**src/rtl/sle_pkg.sv**
```systemverilog
`default_nettype none
// ----------------------------------------------------------------------------
// sle_pkg - shared definitions for the sequential list engine
// Request codes, status codes, reduction group size and the control word
// broadcast to every list cell.
// ----------------------------------------------------------------------------
package sle_pkg;

    // request codes
    localparam logic [2:0] OP_INSERT = 3'd0;
    localparam logic [2:0] OP_DELETE = 3'd1;
    localparam logic [2:0] OP_READ   = 3'd2;
    localparam logic [2:0] OP_FIND   = 3'd3;
    localparam logic [2:0] OP_CLEAR  = 3'd4;

    // status codes
    localparam logic [2:0] STAT_OK       = 3'd0;
    localparam logic [2:0] STAT_BADPOS   = 3'd1;
    localparam logic [2:0] STAT_FULL     = 3'd2;
    localparam logic [2:0] STAT_EMPTY    = 3'd3;
    localparam logic [2:0] STAT_NOTFOUND = 3'd4;

    // cells per first-level reduction group
    localparam int GROUP_SIZE = 16;
    localparam int GROUP_OFF_W = $clog2(GROUP_SIZE);

    typedef struct packed {
        logic       ins;
        logic       del;
        logic [7:0] pos;
    } cell_ctrl_t;

endpackage
`default_nettype wire

```
**src/rtl/sle_cell.sv**
```systemverilog
`default_nettype none
// ----------------------------------------------------------------------------
// sle_cell - one list entry
// Holds one word, takes its left neighbor (or the key, at the position) on insert
// or its right neighbor on delete, and flags a position hit and a key match for the reduction tree.
// ----------------------------------------------------------------------------
module sle_cell import sle_pkg::*; #(
    parameter int DATA_WIDTH = 32,
    parameter int INDEX      = 0,
    parameter int CNT_W      = 9
) (
    input  wire logic                  aclk,
    input  wire cell_ctrl_t            ctrl,
    input  wire logic [DATA_WIDTH-1:0] key,
    input  wire logic [DATA_WIDTH-1:0] left_data,
    input  wire logic [DATA_WIDTH-1:0] right_data,
    input  wire logic [CNT_W-1:0]      count,
    output logic      [DATA_WIDTH-1:0] data,
    output logic                       hit_pos,
    output logic                       hit_key
);

    logic [DATA_WIDTH-1:0] data_reg;
    logic [DATA_WIDTH-1:0] data_next;
    logic                  at_pos;
    logic                  above_pos;
    logic                  in_list;

    assign at_pos    = (int'(ctrl.pos) == INDEX);
    assign above_pos = (INDEX > int'(ctrl.pos));
    assign in_list   = (INDEX < int'(count));

    always_comb begin
        data_next = data_reg;
        if (ctrl.ins) begin
            if (above_pos) begin
                data_next = left_data;
            end else if (at_pos) begin
                data_next = key;
            end
        end else if (ctrl.del) begin
            // everything from the removed slot upward moves down one
            if (above_pos || at_pos) begin
                data_next = right_data;
            end
        end
    end

    always_ff @(posedge aclk) begin
        data_reg <= data_next;
    end

    assign data    = data_reg;
    assign hit_pos = at_pos;
    assign hit_key = in_list && (data_reg == key);

endmodule
`default_nettype wire

```
**config.mk**
```make
export PLATFORM = sky130hd
export DESIGN_NAME = sle_cell
export DESIGN_NICKNAME = d
export VERILOG_FILES = /design/src/rtl/sle_pkg.sv /design/src/rtl/sle_cell.sv
export SDC_FILE = /design/constraint.sdc
export NUM_CORES = 1
export LEC_CHECK = 0
export BUFFER_PORTS_ARGS = -buffer_cell sky130_fd_sc_hd__buf_2
export CELL_PAD_IN_SITES_DETAIL_PLACEMENT = 0
export CELL_PAD_IN_SITES_GLOBAL_PLACEMENT = 1
export CORE_UTILIZATION = 25
export DETAILED_ROUTE_END_ITERATION = 8
export GPL_TIMING_DRIVEN = 0
export HOLD_SLACK_MARGIN = 0.03
export PLACE_DENSITY_LB_ADDON = 0.25
export SLEW_MARGIN = 15
export SYNTH_ARGS = -nofsm -noshare
export SYNTH_HDL_FRONTEND = slang
export SYNTH_SLANG_ARGS = --single-unit
```
**constraint.sdc**
```tcl
create_clock -name aclk -period 2 [get_ports aclk]
set_clock_uncertainty 0.05 [all_clocks]
set_input_delay 0.1 -clock aclk [delete_from_list [all_inputs] [get_ports aclk]]
set_output_delay 0.1 -clock aclk [all_outputs]
set_load 0.02 [all_outputs]
```
### Word-level counts from Yosys, hierarchy flattened

Index checks and enable logic that the tools add are counted.

* bits in registers: 32
* output and inout bits: 34
* bits in latches: 0
* input bits: 116
* bits in read-only memories: 0
* memories kept: 0
* word-level logic and storage cells: 11
* RAM bits: 0

* multiplexer cells: 4
* shifts and indexed selects: 0
* bitwise gates (word level): 0
* div/mod/pow operators: 0
* equality and inequality tests: 1
* $add $sub $neg: 0
* $lt $le $gt $ge: 1
* $mul: 0
* reductions and logical operators: 4

Operators by type and width (count)
* two-way mux 32 bit: 4
* == test 32 bit: 1
* less-than comparator 1 x 9 -> 1 bit, first input constant: 1
* logical NOT 8 bit: 1
* AND reduction 2 bit: 1
* nonzero test 2 bit: 1
* logical AND 1 bit: 1

### Depth between registers and ports, before layout

Gate-level depths: netlist of run 1.

* depth after elaboration: 4
* mapped depth: 4
* mapped depth without buffers: 4

### Worst setup path after synthesis of run 1

OpenSTA, ideal clock, no wires.

* kind: input port to flip-flop
* start: in ctrl[5] (netlist name)
* end: reg data_reg[0], in the netlist data[0] (enable)
* path buffers: 0
* arrival time: 1.643 ns
* library setup time: 0.391 ns
* setup slack: -0.084 ns
* stages: 3
* required time: 1.559 ns
* cell sequence: or4_4 > nor2_4 > o21a_1

* cells in the longest elaborated chain, start to end: 2

Ends and longest elaborated chain
* from (decl): line sle_cell.sv:13 `input wire cell_ctrl_t ctrl,`
* logical NOT 8 bit: line sle_cell.sv:29 `assign at_pos = (int'(ctrl.pos) == INDEX);`
* named net hit_pos: line sle_cell.sv:19 `output logic hit_pos,`
* AND reduction 2 bit (no line)
* to (signal assigned): line sle_cell.sv:50 `data_reg <= data_next;`
* to (decl): line sle_cell.sv:23 `logic [DATA_WIDTH-1:0] data_reg;`

The timed path passes the listed nets, and every way through them passes these cells.
A chain may end at the register's enable or synchronous reset.

### Final worst setup path of run 1

* start: reg data_reg[15], in the netlist data[15]
* end: out hit_key

* cells in the longest elaborated chain, start to end: 2

Ends and longest elaborated chain
* == test 32 bit: line sle_cell.sv:55 `assign hit_key = in_list && (data_reg == key);`
* logical AND 1 bit: line sle_cell.sv:55
* to (decl): line sle_cell.sv:20 `output logic hit_key`

No other way between the ends.

==> results of run 1 <==
## layout make-up
| type | count | area share |
|---|---|---|
| Clock buffer | 7 | 0.0297 |
| Tap cell | 96 | 0.0468 |
| Timing Repair Buffer | 116 | 0.227 |
| Multi-Input combinational cell | 83 | 0.313 |
| Buffer | 4 | 0.00780 |
| Sequential cell | 32 | 0.374 |
| Clock inverter | 1 | 0.00146 |
## power by group
group	switching, W	total (W)	leakage (nW)	internal [W]
Clock	0.000235	0.000477	0.0399	0.000242
Sequential	0.00000116	0.000746	0.288	0.000745
Combinational	0.0000839	0.000210	0.738	0.000126
Total	0.000320	0.00143	1.07	0.00111
## final timing paths
path,to,slack (ps),cells after the start
setup / recovery,hit_key,90,5
hold / removal,data[12],70,2
## layout by cell type, fill, tap and decap left out
cell	Yosys	layout
nor4_1	6	3
clkbuf_8	0	5
mux2_2	32	32
o21a_2	0	1
buf_2	4	119
nor3_1	1	1
xor2_1	24	24
nor4_2	2	5
clkinv_1	0	1
clkbuf_1	0	2
edfxtp_1	32	32
nor2_1	1	1
nand3_1	2	2
nor2_4	1	1
or4_4	2	2
buf_4	0	1
nand4_1	3	3
xnor2_1	8	8
## kinds of logic (layout without fill, tap and decap cells)
group                     count (synthesis)  count (layout)  synth area share
and+or+nand+nor                          18              18            0.0759
muxes                                    32              32             0.204
AOI/OAI and AO/OA                         1               1           0.00426
buffers and inverters                     4             128            0.0114
DFF                                      32              32             0.545
xor gates and xnor gates                 32              32             0.159
## synthesized netlist by cell type (all sizes together)
library cell  count
nor2              2
nor4              8
nand4             3
xor2             24
or4               2
mux2             32
edfxtp           32
buf               4
o21a              1
nand3             2
nor3              1
xnor2             8
## timing repair
item | 4_1_cts | 5_1_grt
pin swaps | 3 | 0
setup endpoints to repair | 1 | 1
gates resized for setup | 2 | 2
## metal layers
layer	GRT usage	part of all wire	vias to the layer above
met3	0.0395	0.10	8
met2	0.201	0.43	91
met1	0.153	0.45	622
met5	0	0	-
li1	-	-	694
met4	0.0545	0.016	0
## through the flow
stage / hold WS [ps] / power (W) / util / setup slack (ps)
floorplan: 270 / 0.000860 / - / 225
global placement: 351 / 0.000967 / 0.363 / -37.7
detailed placement: 355 / 0.000972 / 0.363 / -45.2
CTS: 55.7 / 0.00146 / 0.376 / 1.91
global route: 60.2 / 0.00150 / 0.378 / -56.4
finish: 65.6 / 0.00143 / 0.378 / 86.1
==> flow_summary.yaml, run 1 <==
sta:
  fin_crit_ps: 1910
  setup_violations: 0
  max_slew.worst_pin.slew_ps: 809
  hold_viol_final: 0
  rsz0062_at_grt: "yes"
  timing.setup.tns_ps: 0
  relSlewSlack: 0.461
  timing.final.crit_share: 0.957
  drv_slew: 0
  fmax_mhz: 522
floorplanning:
  die-area_sq_um: 7390
  die_y_um: 86.0
  core_sq_um: 6790
  io_pins: 150
  start_util: 0.259
  std_cell_rows: 30
  chipWidth_um: 86.0
drt:
  viasPerCell: 4.17
  num_vias: 1415
  wl_per_cell_um: 13.4
  initialDrtViolationCount: 28
  antenna_left: 0
  drt-total-wl_mm: 4.53
  firstDrtPassIters: 2
  drc: 0
worst_hold_path:
  worstHoldPathType: "in2reg"
  min-delay-start: "right_data[12]"
place:
  dp_hpwl_mm: 3.54
  io_buffers: 116
  place_inst: 331
  place_congestion: 0.661
  placed_area_sq_um: 2460
synth:
  netlist_instances: 119
  seq_area_frac_synth: 0.545
  yosysTopAreaCellShare: 0.545
  ys_types: 14
  synth-seq-cells: 32
  synth_nets: 235
  synthesis.area_sq_um: 1760
  yosys.area.top_type: "edfxtp_1"
  yosysWarnings: 0
  avgSynthCellArea_sq_um: 14.8
  synth_area_leaders: "edfxtp_1, mux2_2, xor2_1"
grt:
  grt_pass1_vias: 1437
  grt.overflow.total: 0
  antenna_found_initial: 0
  grt_first_pass_wirelength_mm: 6.87
  grt_use_total: 0.125
  grt_max_degree: 33
setup_path:
  crit_start: "data[15]"
  worstPathRequired_ps: 1850
  path_class: "reg2out"
  slowest_delay_ps: 400
  crit_path_start_kind: "flop"
  crit_family: "simple AND/OR/NAND/NOR gates"
  critPathCaptureType: "primary output"
  arrival_ps: 1760
  cpMostUsedCell: "nor4_2"
  slowest_stage: "edfxtp_1"
  crit_chain: "xor2_1 -> nor4_2 -> nand3_1 -> nor4_2 -> buf_4"
  cp_max_fo: 2
  path_buf_inv: 1
cts:
  cts-buffers-inserted: 5
  postCtsHoldBufs: 0
  cts_tree: "done"
  postCtsSetupRepairBufs: 0
  root_buffer: "clkbuf_8"
  clock_path_buffers: 2
  htree_levels: 2
  clk_pin_slew_worst_paths_ps: 70
  cts.sinks: 32
finish:
  drive_above_1_share: 0.683
  nNetsFinal: 358
  finish.instance_area_sq_um: 2570
  largest_reg_flops: 32
  finalNonFillerCells: 339
  syn_to_final_growth_pct: 45.6
  nFillCells: 707
  regArea_sq_um: 961
  insertedDiodeCount: 0
  multi_input_comb_area_sq_um: 802
flow_run:
  drv_cap: 0
power:
  p_leak_nw: 1.07
  ir_drop_uv: 213
  pwr_density_cell_nw_per_um2: 559
outcome:
  status: "complete, no violations"
(Power assumes the default switching activity.)
==> run 2, diff against run 1 <==
Settings changed: CORE_UTILIZATION 25 to 28, CTS_CLUSTER_SIZE set to 30.
Clock period 2 ns to 2.1 ns, I/O delays scaled along.
==> flow_summary.yaml, run 2 (synthesized netlist as in run 1, its figures left out) <==
sta:
  timing.final.crit_share: 0.929
  drv_slew: 0
  max_slew.worst_pin.slew_ps: 499
  relSlewSlack: 0.667
  timing.setup.tns_ps: 0
  hold_viol_final: 0
  rsz0062_at_grt: "no"
  fmax_mhz: 512
  setup_violations: 0
  fin_crit_ps: 1950
  hold-worst-slack_ps: 71.5
drt:
  drt-total-wl_mm: 4.35
  firstDrtPassIters: 3
  drc: 0
  initialDrtViolationCount: 22
  viasPerCell: 4.42
  num_vias: 1396
  wl_per_cell_um: 13.8
  antenna_left: 0
finish:
  syn_to_final_growth_pct: 44.1
  largest_reg_flops: 32
  final_cell_mix: "buf_2, mux2_2, edfxtp_1"
  drive_above_1_share: 0.685
  nNetsFinal: 359
  regArea_sq_um: 961
  multi_input_comb_area_sq_um: 790
  nFillCells: 589
  layout_commonest_cell: "buf_2"
  insertedDiodeCount: 0
power:
  p_leak_nw: 1.07
  ir_drop_uv: 239
  pwr_density_cell_nw_per_um2: 523
floorplanning:
  std_cell_rows: 28
  core_sq_um: 5990
  start_util: 0.294
  chipWidth_um: 81.4
  die_y_um: 81.4
  die-area_sq_um: 6620
  io_pins: 150
cts:
  root_buffer: "clkbuf_8"
  htree_levels: 2
  cts.sinks: 32
  cts_tree: "done"
  clk_pin_slew_worst_paths_ps: 60
  postCtsSetupRepairBufs: 0
  cts-buffers-inserted: 5
  clock_path_buffers: 2
setup_path:
  crit_family: "simple AND/OR/NAND/NOR gates"
  crit_chain: "xor2_1 -> nor4_1 -> nand3_1 -> nor4_2 -> buf_2"
  worstPathRequired_ps: 1950
  critPathCaptureType: "primary output"
  path_buf_inv: 1
  slowest_stage: "edfxtp_1"
  crit_path_start_kind: "flop"
  cp_max_fo: 2
  arrival_ps: 1800
  slowest_delay_ps: 390
  path_class: "reg2out"
  crit_cells: 5
grt:
  grt_first_pass_wirelength_mm: 6.24
  grt_use_total: 0.131
  antenna_found_initial: 0
  grt_max_degree: 18
  grt.overflow.total: 0
  grt_pass1_vias: 1333
place:
  dp_hpwl_mm: 3.44
  io_buffers: 116
  place_congestion: 0.711
flow_run:
  drv_cap: 0
worst_hold_path:
  worstHoldPathType: "in2reg"
  hold_depth: 2
outcome:
  status: "complete, no violations"
run 2: timing repair:
action / in CTS / in global routing
setup endpoints to repair: 0 / 1
hold buffers: 0 / 0
gates resized for setup: 0 / 1
run 2: path summary, 6_finish.rpt:
check | startpoint | endpoint
setup / recovery | data[24] | hit_key
hold / removal | right_data[23] | data[23]
run 2: final cells by class:
type | count | share of cell area
well taps | 75 | 0.0369
plain buffers | 4 | 0.00788
flip-flops and latches | 32 | 0.378
multi-input cells | 83 | 0.311
repair buffers | 117 | 0.239
clock buffers | 5 | 0.0271
run 2: power breakdown:
group / internal [W] / switching, W / leakage, nW / total, W
sequential: 0.000710 / 0.00000110 / 0.288 / 0.000711
clock: 0.000213 / 0.000210 / 0.0359 / 0.000423
combinational: 0.000120 / 0.0000756 / 0.749 / 0.000196
run 2: metal layers:
| layer | vias up | part of all wire | track usage |
|---|---|---|---|
| met5 | - | 0 | 0 |
| met4 | 0 | 0.0074 | 0.0429 |
| met3 | 4 | 0.13 | 0.0618 |
| met2 | 84 | 0.44 | 0.212 |
| met1 | 615 | 0.43 | 0.150 |
| li1 | 693 | - | - |
run 2: stage by stage:
stage	cell area (sq um)	power, W	util	setup WS [ps]	std cells
after floorplan	1760	0.000819	-	10.8	119
after global placement	2440	0.000918	0.407	-420	310
after detailed placement	2470	0.000922	0.412	184	311
after CTS	2530	0.00135	0.423	49.8	316
after global routing	2540	0.00140	0.424	36.7	316
final	2540	0.00133	0.424	148	316
