[src/rtl/sle_pkg.sv]
`default_nettype none
// ----------------------------------------------------------------------------
// sle_pkg - shared definitions for the sequential list engine
// Request codes, status codes, reduction group size and the control word
// broadcast to every list cell.
// ----------------------------------------------------------------------------
package sle_pkg;

    // request codes
    localparam logic [2:0] OP_INSERT = 3'd0;
    localparam logic [2:0] OP_DELETE = 3'd1;
    localparam logic [2:0] OP_READ   = 3'd2;
    localparam logic [2:0] OP_FIND   = 3'd3;
    localparam logic [2:0] OP_CLEAR  = 3'd4;

    // status codes
    localparam logic [2:0] STAT_OK       = 3'd0;
    localparam logic [2:0] STAT_BADPOS   = 3'd1;
    localparam logic [2:0] STAT_FULL     = 3'd2;
    localparam logic [2:0] STAT_EMPTY    = 3'd3;
    localparam logic [2:0] STAT_NOTFOUND = 3'd4;

    // cells per first-level reduction group
    localparam int GROUP_SIZE = 16;
    localparam int GROUP_OFF_W = $clog2(GROUP_SIZE);

    typedef struct packed {
        logic       ins;
        logic       del;
        logic [7:0] pos;
    } cell_ctrl_t;

endpackage
`default_nettype wire

[src/rtl/sle_group.sv]
`default_nettype none
// ----------------------------------------------------------------------------
// sle_group - first-level reduction over a group of cells
// Registers the word at the requested position and the lowest matching
// offset of the group.
// ----------------------------------------------------------------------------
module sle_group import sle_pkg::*; #(
    parameter int DATA_WIDTH = 32
) (
    input  wire logic                   aclk,
    input  wire logic                   capture,
    input  wire logic [GROUP_SIZE-1:0]  sel,
    input  wire logic [GROUP_SIZE-1:0]  match,
    input  wire logic [DATA_WIDTH-1:0]  word [GROUP_SIZE],
    output logic                        sel_any,
    output logic      [DATA_WIDTH-1:0]  sel_word,
    output logic                        match_any,
    output logic      [GROUP_OFF_W-1:0] match_off
);

    logic                   sel_any_reg,   sel_any_next;
    logic [DATA_WIDTH-1:0]  sel_word_reg,  sel_word_next;
    logic                   match_any_reg, match_any_next;
    logic [GROUP_OFF_W-1:0] match_off_reg, match_off_next;

    always_comb begin
        sel_any_next   = |sel;
        match_any_next = |match;
        sel_word_next  = '0;
        match_off_next = '0;
        for (int i = 0; i < GROUP_SIZE; i++) begin
            sel_word_next = sel_word_next | (word[i] & {DATA_WIDTH{sel[i]}});
        end
        // scan downward so the lowest match wins
        for (int i = GROUP_SIZE - 1; i >= 0; i--) begin
            if (match[i]) begin
                match_off_next = GROUP_OFF_W'(i);
            end
        end
    end

    always_ff @(posedge aclk) begin
        if (capture) begin
            sel_any_reg   <= sel_any_next;
            sel_word_reg  <= sel_word_next;
            match_any_reg <= match_any_next;
            match_off_reg <= match_off_next;
        end
    end

    assign sel_any   = sel_any_reg;
    assign sel_word  = sel_word_reg;
    assign match_any = match_any_reg;
    assign match_off = match_off_reg;

endmodule
`default_nettype wire

[config.mk]
export PLATFORM = sky130hd
export DESIGN_NAME = sle_group
export DESIGN_NICKNAME = d
export VERILOG_FILES = /design/src/rtl/sle_pkg.sv /design/src/rtl/sle_group.sv
export SDC_FILE = /design/constraint.sdc
export NUM_CORES = 1
export LEC_CHECK = 0
export ABC_AREA = 1
export BUFFER_PORTS_ARGS = -buffer_cell sky130_fd_sc_hd__buf_2
export CAP_MARGIN = 20
export CELL_PAD_IN_SITES_DETAIL_PLACEMENT = 1
export CELL_PAD_IN_SITES_GLOBAL_PLACEMENT = 1
export CORE_AREA = 2 2 224 226
export CTS_CLUSTER_DIAMETER = 50
export CTS_CLUSTER_SIZE = 30
export DETAILED_ROUTE_END_ITERATION = 10
export DIE_AREA = 0 0 226 228
export GPL_ROUTABILITY_DRIVEN = 0
export PLACE_DENSITY_LB_ADDON = 0.12
export RECOVER_POWER = 50
export SLEW_MARGIN = 5
export SYNTH_ARGS = -nofsm -noshare
export SYNTH_HDL_FRONTEND = slang
export SYNTH_SLANG_ARGS = --single-unit
[constraint.sdc]
create_clock -name aclk -period 1.3 [get_ports aclk]
set_clock_uncertainty 0.05 [all_clocks]
set_input_delay 0.13 -clock aclk [delete_from_list [all_inputs] [get_ports aclk]]
set_output_delay 0.13 -clock aclk [all_outputs]
set_load 0.05 [all_outputs]
# ---- Word level (Yosys, flattened, before mapping)
# Cells that the tools add are included.
dict set report word_totals {
  reg_bits 38
  in_bits 546
  elab_cells 58
}
dict set report classes {
  mux 15
  bitwise_logic 31
  reduce_logical 5
}
# cell count
set ops {}
lappend ops {{32-bit AND} 16}
lappend ops {{32-bit OR} 15}
lappend ops {{4-bit 2-to-1 mux} 8}
lappend ops {{16-bit OR reduction} 2}
lappend ops {{3-bit 2-to-1 mux} 4}
lappend ops {{8-bit OR reduction} 1}
lappend ops {{2-bit 2-to-1 mux} 2}
lappend ops {{4-bit OR reduction} 1}
lappend ops {{2-bit OR reduction} 1}
lappend ops {{1-bit 2-to-1 mux} 1}

# ---- Logic depth before layout (Yosys ltp)
# Gate-level depths: netlist of run 1.
dict set report depth {
  depth_word 16
  mapped_depth 15
  depth_no_buf 15
}

# ---- Least setup slack after synthesis of run 1
# No wires, ideal clock.
dict set report synth_path {
  path_type {input to register}
  from {input sel[11]}
  to {register sel_word_reg[13], in the netlist sel_word[13], data pin}
  setup_ps 275
  t_arrival_ps 925
  required_time_ps 975
  setup_slack_ps 50
  cell_stages 5
  path_buffers 2
  cell_sequence {buf_2 -> buf_6 -> a22o_1 -> a2111oi_2 -> nand4_1}
}
dict set report synth_between {
  elab_chain_cells 6
}
# item line_no
set synth_rtl {}
lappend synth_rtl {{from (decl)} sle_group.sv:12} ;# input wire logic [GROUP_SIZE-1:0] sel,
lappend synth_rtl {{32-bit AND} sle_group.sv:32} ;# sel_word_next = sel_word_next | (word[i] & {DATA_WIDTH{sel[i]}});
lappend synth_rtl {{32-bit OR (5 in a row)} sle_group.sv:32}
lappend synth_rtl {{named net sel_word_next[13]} sle_group.sv:22} ;# logic [DATA_WIDTH-1:0] sel_word_reg, sel_word_next;
lappend synth_rtl {{to (signal assigned)} sle_group.sv:45} ;# sel_word_reg <= sel_word_next;
lappend synth_rtl {{to (decl)} sle_group.sv:22}
# The timed path passes the listed nets, and every way through them passes these cells.
# A chain may end at the register's enable or synchronous reset.

# ---- Worst setup path after layout of run 1
dict set report layout_path {
  from {input sel[1]}
  to {register sel_word_reg[22], in the netlist sel_word[22], data pin}
}
dict set report layout_between {
  elab_chain_cells 16
}
# item line_no
set layout_rtl {}
lappend layout_rtl {{32-bit AND} sle_group.sv:32}
lappend layout_rtl {{32-bit OR (15 in a row)} sle_group.sv:32}
lappend layout_rtl {{named net sel_word_next[22]} sle_group.sv:22}
# The timed path passes the listed nets, and every way through them passes these cells.

==> results.txt, run 1 <==
Syn Nets -> 1,240
Yosys reg bits -> 38
Final setup viols -> 0
placed inst area -> 8990 um2
clock slew at reported path FFs -> 0.07 ns
# DRC -> 0
outcome -> finished, final reports clean
global-route wire length before repair -> 63.0 mm
DRT Pass-1 Iters -> 4
Critical Path, Cell by Cell -> buf_6 -> a22o_1 -> a21oi_2 -> nand4_1 -> a21oi_2 -> nand3b_1
Starting Density -> 0.0928
H-tree levels -> 2
Pins Over Slew Limit -> 0
Cells after Synth -> 694
Max VDD drop -> 661 uV
worst relative slew slack -> 0.483
DR iter-0 viols -> 292
CP Capture Type -> flip-flop
f_max -> 0.809 GHz
CP Max Fanout -> 19
fin crit share -> 0.950
most used cell, CP -> a21oi_2
number of global-route vias before repair -> 8,904
cell area after synthesis -> 4580 um2
DRT antenna net count -> 0
initial antenna violation count -> 15
CP arrival -> 1.24 ns
hold_buf cts -> 0
largest net degree at the start of global routing -> 39
WL final -> 46.1 mm
Worst Hold Class -> input pin to flip-flop
post-synthesis mux area share -> 0
Post-Synth Adder-Cell Area -> 0
register area share after synthesis -> 0.249
die footprint -> 51,500 um2
Largest register FFs -> 32
I/O pin count -> 584
leading area contributor after synthesis -> nand2_1
Util after Layout -> 0.191
die width -> 226 um
share of cells above drive strength 1 -> 0.551
RSZ-0062 raised after global routing -> yes
crit-path max cell delay -> 0.30 ns
Die Ht -> 228 um
Detail Placement HPWL -> 40.4 mm
fin nets -> 1,873
max_cap viols -> 0
Layout area overhead -> 105%
CP delay by family, top -> compound AO/OA/AOI/OAI gates
most frequent cells in the layout -> buf_2 (563), nand2_1 (325), buf_4 (82), nand4_1 (54), a22o_1 (48)
Synth area leaders -> nand2_1 (27%), edfxtp_1 (25%), a22o_1 (9.2%)
CTS tree -> yes
Synth top area share -> 0.267
Post-Synth Simple-Gate Area -> 0.415
largest family of logic cells by synthesized area -> simple AND/OR/NAND/NOR gates
Leakage -> 4.76 nW
Fin Hold WS -> 0.0707 ns
Worst-Margin Slew -> 0.776 ns
post-route cell area -> 9400 um2
Clock Sinks -> 38
worst setup margin -> 0.0647 ns
kind of critical path -> input pin to flip-flop
overflow left after global routing -> 0
compound-cell area share of the yosys netlist -> 0.255
CP Launch Type -> input pin
gr usage total -> 0.173
port bufs -> 583
CP bufs+invs -> 1
final hold vios -> 0
core area -> 49,300 um2
CTS buffer count -> 5
setup_tns -> 0 ns
syn_area_per_cell -> 6.60 um2
critical path's slowest cell -> nand4_1
Cell variety after synth -> 22
vias -> 7,957
most common cell after layout, fill and taps aside -> buf_2
DP Worst Slack -> -0.779 ns
Final min period -> 1.24 ns
worst-case clock buffer depth -> 2
WL/cell -> 23.0 um
# rows -> 82
post-synthesis xor/xnor area fraction -> 0
routed vias/inst -> 3.97
Root Buffer -> clkbuf_16
Worst Path Required -> 1.30 ns
Synth Warn # -> 0
PD cells -> 629 nW/um2
[stage by stage]
step | cells | power (mW)
CTS | 1999 | 6.04
global route | 2005 | 6.30
finish | 2006 | 5.92
global placement | 1991 | 4.35
floorplan | 694 | 2.55
detailed placement | 1991 | 4.34
[cell usage after synthesis (all sizes together)]
| library cell | instances |
|---|---|
| o311ai | 1 |
| nor4 | 5 |
| inv | 16 |
| a211oi | 2 |
| a22o | 48 |
| nand3 | 35 |
| nor2 | 14 |
| a21oi | 25 |
| clkbuf | 22 |
| edfxtp | 38 |
| buf | 36 |
| nand2 | 326 |
| nand4 | 54 |
| nand3b | 4 |
| a2111oi | 6 |
| or2 | 1 |
| a221oi | 53 |
| nor3 | 6 |
| or4 | 2 |
[kinds of logic (layout without fill, tap and decap cells)]
logic type,count (synthesis),in the layout
AOI/OAI and AO/OA,135,135
other,0,6
DFF,38,38
and+or+nand+nor,447,447
buffers and inverters,74,708
[area by class of cell]
type	instances	area, um2
repair buffers	684	3940
multi-input cells	582	3250
well taps	672	841
flip-flops and latches	38	1140
clock buffers	5	125
inverters	16	60.1
diodes	6	15.0
clock inverters	3	40.0
fillers	6167	39900
[layer usage]
layer	wire length, um	part of all wire	GRT usage
met5	94	0.0020	0
met4	671	0.015	0.0393
met3	3240	0.070	0.0430
met2	22700	0.49	0.306
met1	19400	0.42	0.210
[worst paths after layout]
| check | from | slack (ns) | end | cells after the start |
|---|---|---|---|---|
| worst max-delay path | sel[1] | 0.06 | sel_word[22]$_DFFE_PP_ | 6 |
| worst min-delay path | word[65] | 0.07 | sel_word[1]$_DFFE_PP_ | 3 |
[timing repair]
action,in CTS,in global routing
gates resized for setup,28,25
gates cloned,0,0
endpoints found under the setup margin,18,14
pin swaps,3,9
buffers inserted,0,1
[power breakdown]
group / internal (mW) / total (mW) / switching (mW)
clock: 0.904 / 1.57 / 0.662
combinational: 1.31 / 2.91 / 1.60
sequential: 1.42 / 1.44 / 0.0268
[worst min-delay path, delay by kind of cell]
family	cells	cell delay, ns
AND/OR/NAND/NOR	2	0.11
buffers and inverters	1	0.07
Note: power is estimated with default switching activity, not from simulation.
==> run 2, diff against run 1 <==
- BUFFER_PORTS_ARGS: -buffer_cell sky130_fd_sc_hd__buf_2 -> default
- CORE_AREA: 2 2 224 226 -> 2 2 229 231
- DIE_AREA: 0 0 226 228 -> 0 0 231 233
- DONT_BUFFER_PORTS: default -> 1
==> run 2 against run 1 <==
Critical path depth fell by 3. Power fell by 18%. Setup slack got worse by 0.052 ns. Sequential share of layout area rose by 5.6 points. Largest power group is now clock. Wire length fell by 6.1%. The flow now finishes with violations (negative hold slack). Combinational power fell by 56%. Largest cell class is now multi-input gates. Clock-buffer cell count did not move. Clock power rose by 18%. Die area rose by 4.5%. Global-route usage fell by 1.9 points. Cell count fell by 28%.
==> results.txt, run 2 (same netlist as run 1, synthesis figures left out) <==
CP Launch Type -> input pin (unchanged)
Die Ht -> 233 um (was 228 um)
Final min period -> 1.29 ns (was 1.24 ns)
core area -> 51,100 um2 (was 49,300 um2)
initial antenna violation count -> 8 (was 15)
CTS buffer count -> 5 (unchanged)
Util after Layout -> 0.126 (was 0.191)
placed inst area -> 5360 um2 (was 8990 um2)
fin crit share -> 0.990 (was 0.950)
# DRC -> 0 (unchanged)
port bufs -> 0 (was 583)
CP Capture Type -> flip-flop (unchanged)
Clock Sinks -> 38 (unchanged)
Worst Path Required -> 1.31 ns (was 1.30 ns)
Fin Hold WS -> -0.132 ns (was 0.0707 ns)
Pins Over Slew Limit -> 0 (unchanged)
gr usage total -> 0.154 (was 0.173)
I/O pin count -> 584 (unchanged)
DR iter-0 viols -> 262 (was 292)
DRT antenna net count -> 0 (unchanged)
overflow left after global routing -> 0 (unchanged)
max_cap viols -> 0 (unchanged)
worst relative slew slack -> 0.576 (was 0.483)
PD cells -> 752 nW/um2 (was 629 nW/um2)
die footprint -> 53,800 um2 (was 51,500 um2)
Final setup viols -> 0 (unchanged)
final hold vios -> 39 (was 0)
most frequent cells in the layout -> nand2_1 (326), dlygate4sd3_1 (81), nand4_1 (54), a22o_1 (48), a221oi_1 (44) (was buf_2 (563), nand2_1 (325), buf_4 (82), nand4_1 (54), a22o_1 (48))
Largest register FFs -> 32 (unchanged)
WL/cell -> 30.0 um (was 23.0 um)
CP Max Fanout -> 32 (was 19)
Max VDD drop -> 434 uV (was 661 uV)
Worst-Margin Slew -> 0.633 ns (was 0.776 ns)
outcome -> finished with violations (was finished, final reports clean)
number of global-route vias before repair -> 6,737 (was 8,904)
Leakage -> 2.39 nW (was 4.76 nW)
Layout area overhead -> 40.2% (was 105%)
DRT Pass-1 Iters -> 4 (unchanged)
# rows -> 83 (was 82)
RSZ-0062 raised after global routing -> no (was yes)
Detail Placement HPWL -> 31.6 mm (was 40.4 mm)
die width -> 231 um (was 226 um)
global-route wire length before repair -> 55.9 mm (was 63.0 mm)
failing checks -> negative hold slack
Worst Hold Class -> input pin to flip-flop (unchanged)
post-route cell area -> 6420 um2 (was 9400 um2)
setup_tns -> 0 ns (unchanged)
Post CTS Setup Buffer Count -> 0 (unchanged)
WL final -> 43.3 mm (was 46.1 mm)
H-tree levels -> 2 (unchanged)
CTS tree -> yes (unchanged)
Starting Density -> 0.0897 (was 0.0928)
vias -> 6,066 (was 7,957)
worst-case clock buffer depth -> 2 (unchanged)
clock slew at reported path FFs -> 0.08 ns (was 0.07 ns)
f_max -> 0.777 GHz (was 0.809 GHz)
routed vias/inst -> 4.20 (was 3.97)
share of cells above drive strength 1 -> 0.0750 (was 0.551)
largest net degree at the start of global routing -> 39 (unchanged)
most common cell after layout, fill and taps aside -> nand2_1 (was buf_2)
kind of critical path -> input pin to flip-flop (unchanged)
Root Buffer -> clkbuf_16 (unchanged)
fin nets -> 1,305 (was 1,873)
CP arrival -> 1.30 ns (was 1.24 ns)
## run 2: layout make-up
class                      count  area, um2
timing repair buffer         116       1080
clock buffer                   5        125
multi-input combinational    582       3090
clock inverter                 3       63.8
fill                        6216      44700
inverter                      16       60.1
sequential                    38       1140
tap                          680        851
antenna                        3       7.51
## run 2: path summary, 6_finish.rpt
check	startpoint	endpoint	depth (start not counted)
setup / recovery	sel[9]	sel_word[3]$_DFFE_PP_	3
hold / removal	capture	sel_word[29]$_DFFE_PP_	0
## run 2: through the flow
step | power [mW] | hold slack, ns | instances | worst slack [ns]
2_1_floorplan | 2.55 | 0.192 | 694 | 0.0496
3_3_place_gp | 2.75 | 0.202 | 1348 | -0.385
3_5_place_dp | 2.74 | 0.202 | 1348 | -0.412
4_1_cts | 4.99 | -0.153 | 1439 | 0.00736
5_1_grt | 5.10 | -0.157 | 1441 | 0.00278
6_report | 4.83 | -0.132 | 1443 | 0.0126
## run 2: per-layer routing
layer	up-vias	GRT usage	wire, um
met3	38	0.0407	3180
met4	10	0.0365	693
met5	-	0	64
met2	343	0.258	20400
met1	3019	0.195	19000
li1	2656	-	-
## run 2: where the power goes
group	total, mW	internal (mW)	switching (mW)
clock network	1.85	1.10	0.751
registers	1.69	1.42	0.263
logic	1.29	0.630	0.662
## run 2: repair_timing
| item | in CTS | in global routing |
|---|---|---|
| resized for setup | 1 | 6 |
| setup endpoints to repair | 1 | 6 |
| endpoints found under the hold margin | 67 | 39 |
| hold buffers | 83 | 1 |
## run 2: worst max-delay path, stage by stage
cell and delay [ns]:
dlygate4sd3_1 0.70, a221oi_2 0.33, nand4_1 0.13
==> run 3, diff against run 2 <==
- GPL_ROUTABILITY_DRIVEN: 0 -> default
- clock period: 1.3 -> 1.7 ns (I/O delays scaled with it)
==> run 3 against run 2 <==
Combinational power shrank 38%. Clock-buffer cell count unchanged. Die area unchanged. Final area is 11% lower. The run now ends clean. Critical endpoint is now sel_word[15]$_DFFE_PP_. Largest cell class unchanged. Worst hold slack improved by 0.16 ns.
==> results.txt, run 3 (same netlist as run 1, synthesis figures left out) <==
Max VDD drop -> 488 uV (was 434 uV)
CTS tree -> yes (unchanged)
die footprint -> 53,800 um2 (unchanged)
H-tree levels -> 2 (unchanged)
Layout area overhead -> 24.9% (was 40.2%)
CP Max Fanout -> 1 (was 32)
WL final -> 41.7 mm (was 43.3 mm)
fin cells -> 1,376 (was 1,443)
CTS buffer count -> 5 (unchanged)
fin crit share -> 0.948
placed inst area -> 5300 um2 (was 5360 um2)
clock slew at reported path FFs -> 0.08 ns (about the same)
overflow left after global routing -> 0 (unchanged)
# rows -> 83 (unchanged)
Filler Cells Inserted -> 6,213 (was 6,216)
placed cell count -> 1,340 (was 1,348)
most common cell after layout, fill and taps aside -> nand2_1 (unchanged)
crit path capture -> sel_word[15]$_DFFE_PP_ (was sel_word[3]$_DFFE_PP_)
I/O pin count -> 584 (unchanged)
CP arrival -> 1.63 ns (was 1.30 ns)
Root Buffer -> clkbuf_16 (unchanged)
PD cells -> 610 nW/um2 (was 752 nW/um2)
post-CTS sizing -> 0 (was 1)
f_max -> 0.621 GHz
Clock Sinks -> 38 (unchanged)
outcome -> finished, final reports clean (was finished with violations)
core area -> 51,100 um2 (unchanged)
gr usage total -> 0.147 (was 0.154)
Pins Over Slew Limit -> 0 (unchanged)
Worst-Margin Slew -> 1.42 ns (was 0.633 ns)
Die Ht -> 233 um (unchanged)
Placer Congestion -> 0.835
global-route wire length before repair -> 53.4 mm (was 55.9 mm)
Final min period -> 1.61 ns
Detail Placement HPWL -> 31.9 mm (was 31.6 mm)
most frequent cells in the layout -> nand2_1 (326), nand4_1 (54), a22o_1 (48), a221oi_1 (46), edfxtp_1 (38) (was nand2_1 (326), dlygate4sd3_1 (81), nand4_1 (54), a22o_1 (48), a221oi_1 (44))
# DRC -> 0 (unchanged)
CP Capture Type -> flip-flop (unchanged)
worst setup margin -> 0.0891 ns (was 0.0126 ns)
worst-case clock buffer depth -> 2 (unchanged)
DR iter-0 viols -> 269 (was 262)
WL/cell -> 30.3 um (was 30.0 um)
post-route cell area -> 5720 um2 (was 6420 um2)
Final setup viols -> 0 (unchanged)
port bufs -> 0 (unchanged)
setup_tns -> 0 ns (unchanged)
kind of critical path -> input pin to flip-flop (unchanged)
CP Launch Type -> input pin (unchanged)
die width -> 231 um (unchanged)
Starting Density -> 0.0897 (unchanged)
Largest register FFs -> 32 (unchanged)
Leakage -> 2.05 nW (was 2.39 nW)
routed vias/inst -> 4.18 (was 4.20)
DP Worst Slack -> 0.0990 ns (was -0.412 ns)
vias -> 5,757 (was 6,066)
worst relative slew slack -> 0.0545 (was 0.576)
share of cells above drive strength 1 -> 0.0577 (was 0.0750)
fin nets -> 1,238 (was 1,305)
Worst Hold Class -> input pin to flip-flop (unchanged)
number of global-route vias before repair -> 6,264 (was 6,737)
Worst Path Required -> 1.71 ns (was 1.31 ns)
final hold vios -> 0 (was 39)
DRT Pass-1 Iters -> 4 (unchanged)
DRT antenna net count -> 0 (unchanged)
largest net degree at the start of global routing -> 39 (unchanged)
initial antenna violation count -> 9 (was 8)
crit path from -> word[79] (was sel[9])
RSZ-0062 raised after global routing -> no (unchanged)
Fin Hold WS -> 0.0261 ns (was -0.132 ns)
max_cap viols -> 0 (unchanged)
-- run 3: cell count changes in the layout (fill, tap and decap cells not counted), sizes merged --
cell | before | now
dlygate4sd3 | 81 | 24
buf | 28 | 18
dlymetal6s4s | 2 | 0
clkbuf | 10 | 12
-- run 3: layer usage --
layer | global-route usage | part of all wire | routed length (um)
met3 | 0.0439 | 0.075 | 3120
met2 | 0.250 | 0.48 | 20100
met4 | 0.0357 | 0.017 | 719
met5 | 0 | 0.0013 | 53
met1 | 0.181 | 0.42 | 17700
-- run 3: layout make-up --
type	instances	area [um2]	area share
multi-input cells	582	3070	0.537
inverters	16	60.1	0.0105
diodes	3	7.51	0.00131
flip-flops and latches	38	1140	0.199
repair buffers	49	403	0.0704
clock inverters	3	63.8	0.0112
clock buffers	5	125	0.0219
well taps	680	851	0.149
-- run 3: repair_timing --
action / CTS / global route
endpoints found under the hold margin: 52 / 0
setup endpoints to repair: 0 / 0
hold buffers: 25 / 0
buffers inserted: 0 / 0
-- run 3: critical path, stage by stage --
cell and delay, ns:
dlygate4sd3_1 0.54, a221oi_1 0.26, dlygate4sd3_1 0.58, nand4_1 0.07
-- run 3: stage by stage --
| step | power (mW) | util |
|---|---|---|
| floorplan | 1.95 | - |
| global placement | 2.09 | 0.104 |
| detailed placement | 2.09 | 0.104 |
| CTS | 3.67 | 0.113 |
| global route | 3.72 | 0.112 |
| finish | 3.49 | 0.112 |
-- run 3: how the worst min path moves through the flow --
stage / start / end / cells past startpoint
after floorplan: capture / match_any$_DFFE_PP_ / 0
after global placement: capture / sel_word[29]$_DFFE_PP_ / 0
after detailed placement: capture / sel_word[27]$_DFFE_PP_ / 0
after CTS: word[285] / sel_word[29]$_DFFE_PP_ / 2
after global routing: word[285] / sel_word[29]$_DFFE_PP_ / 2
final: word[73] / sel_word[9]$_DFFE_PP_ / 2
-- run 3: report_power, final --
| group | leakage [nW] | switching (mW) | total, mW | internal (mW) |
|---|---|---|---|---|
| clock network | 0.0915 | 0.538 | 1.38 | 0.841 |
| registers | 0.381 | 0.223 | 1.31 | 1.09 |
| logic | 1.58 | 0.430 | 0.798 | 0.368 |
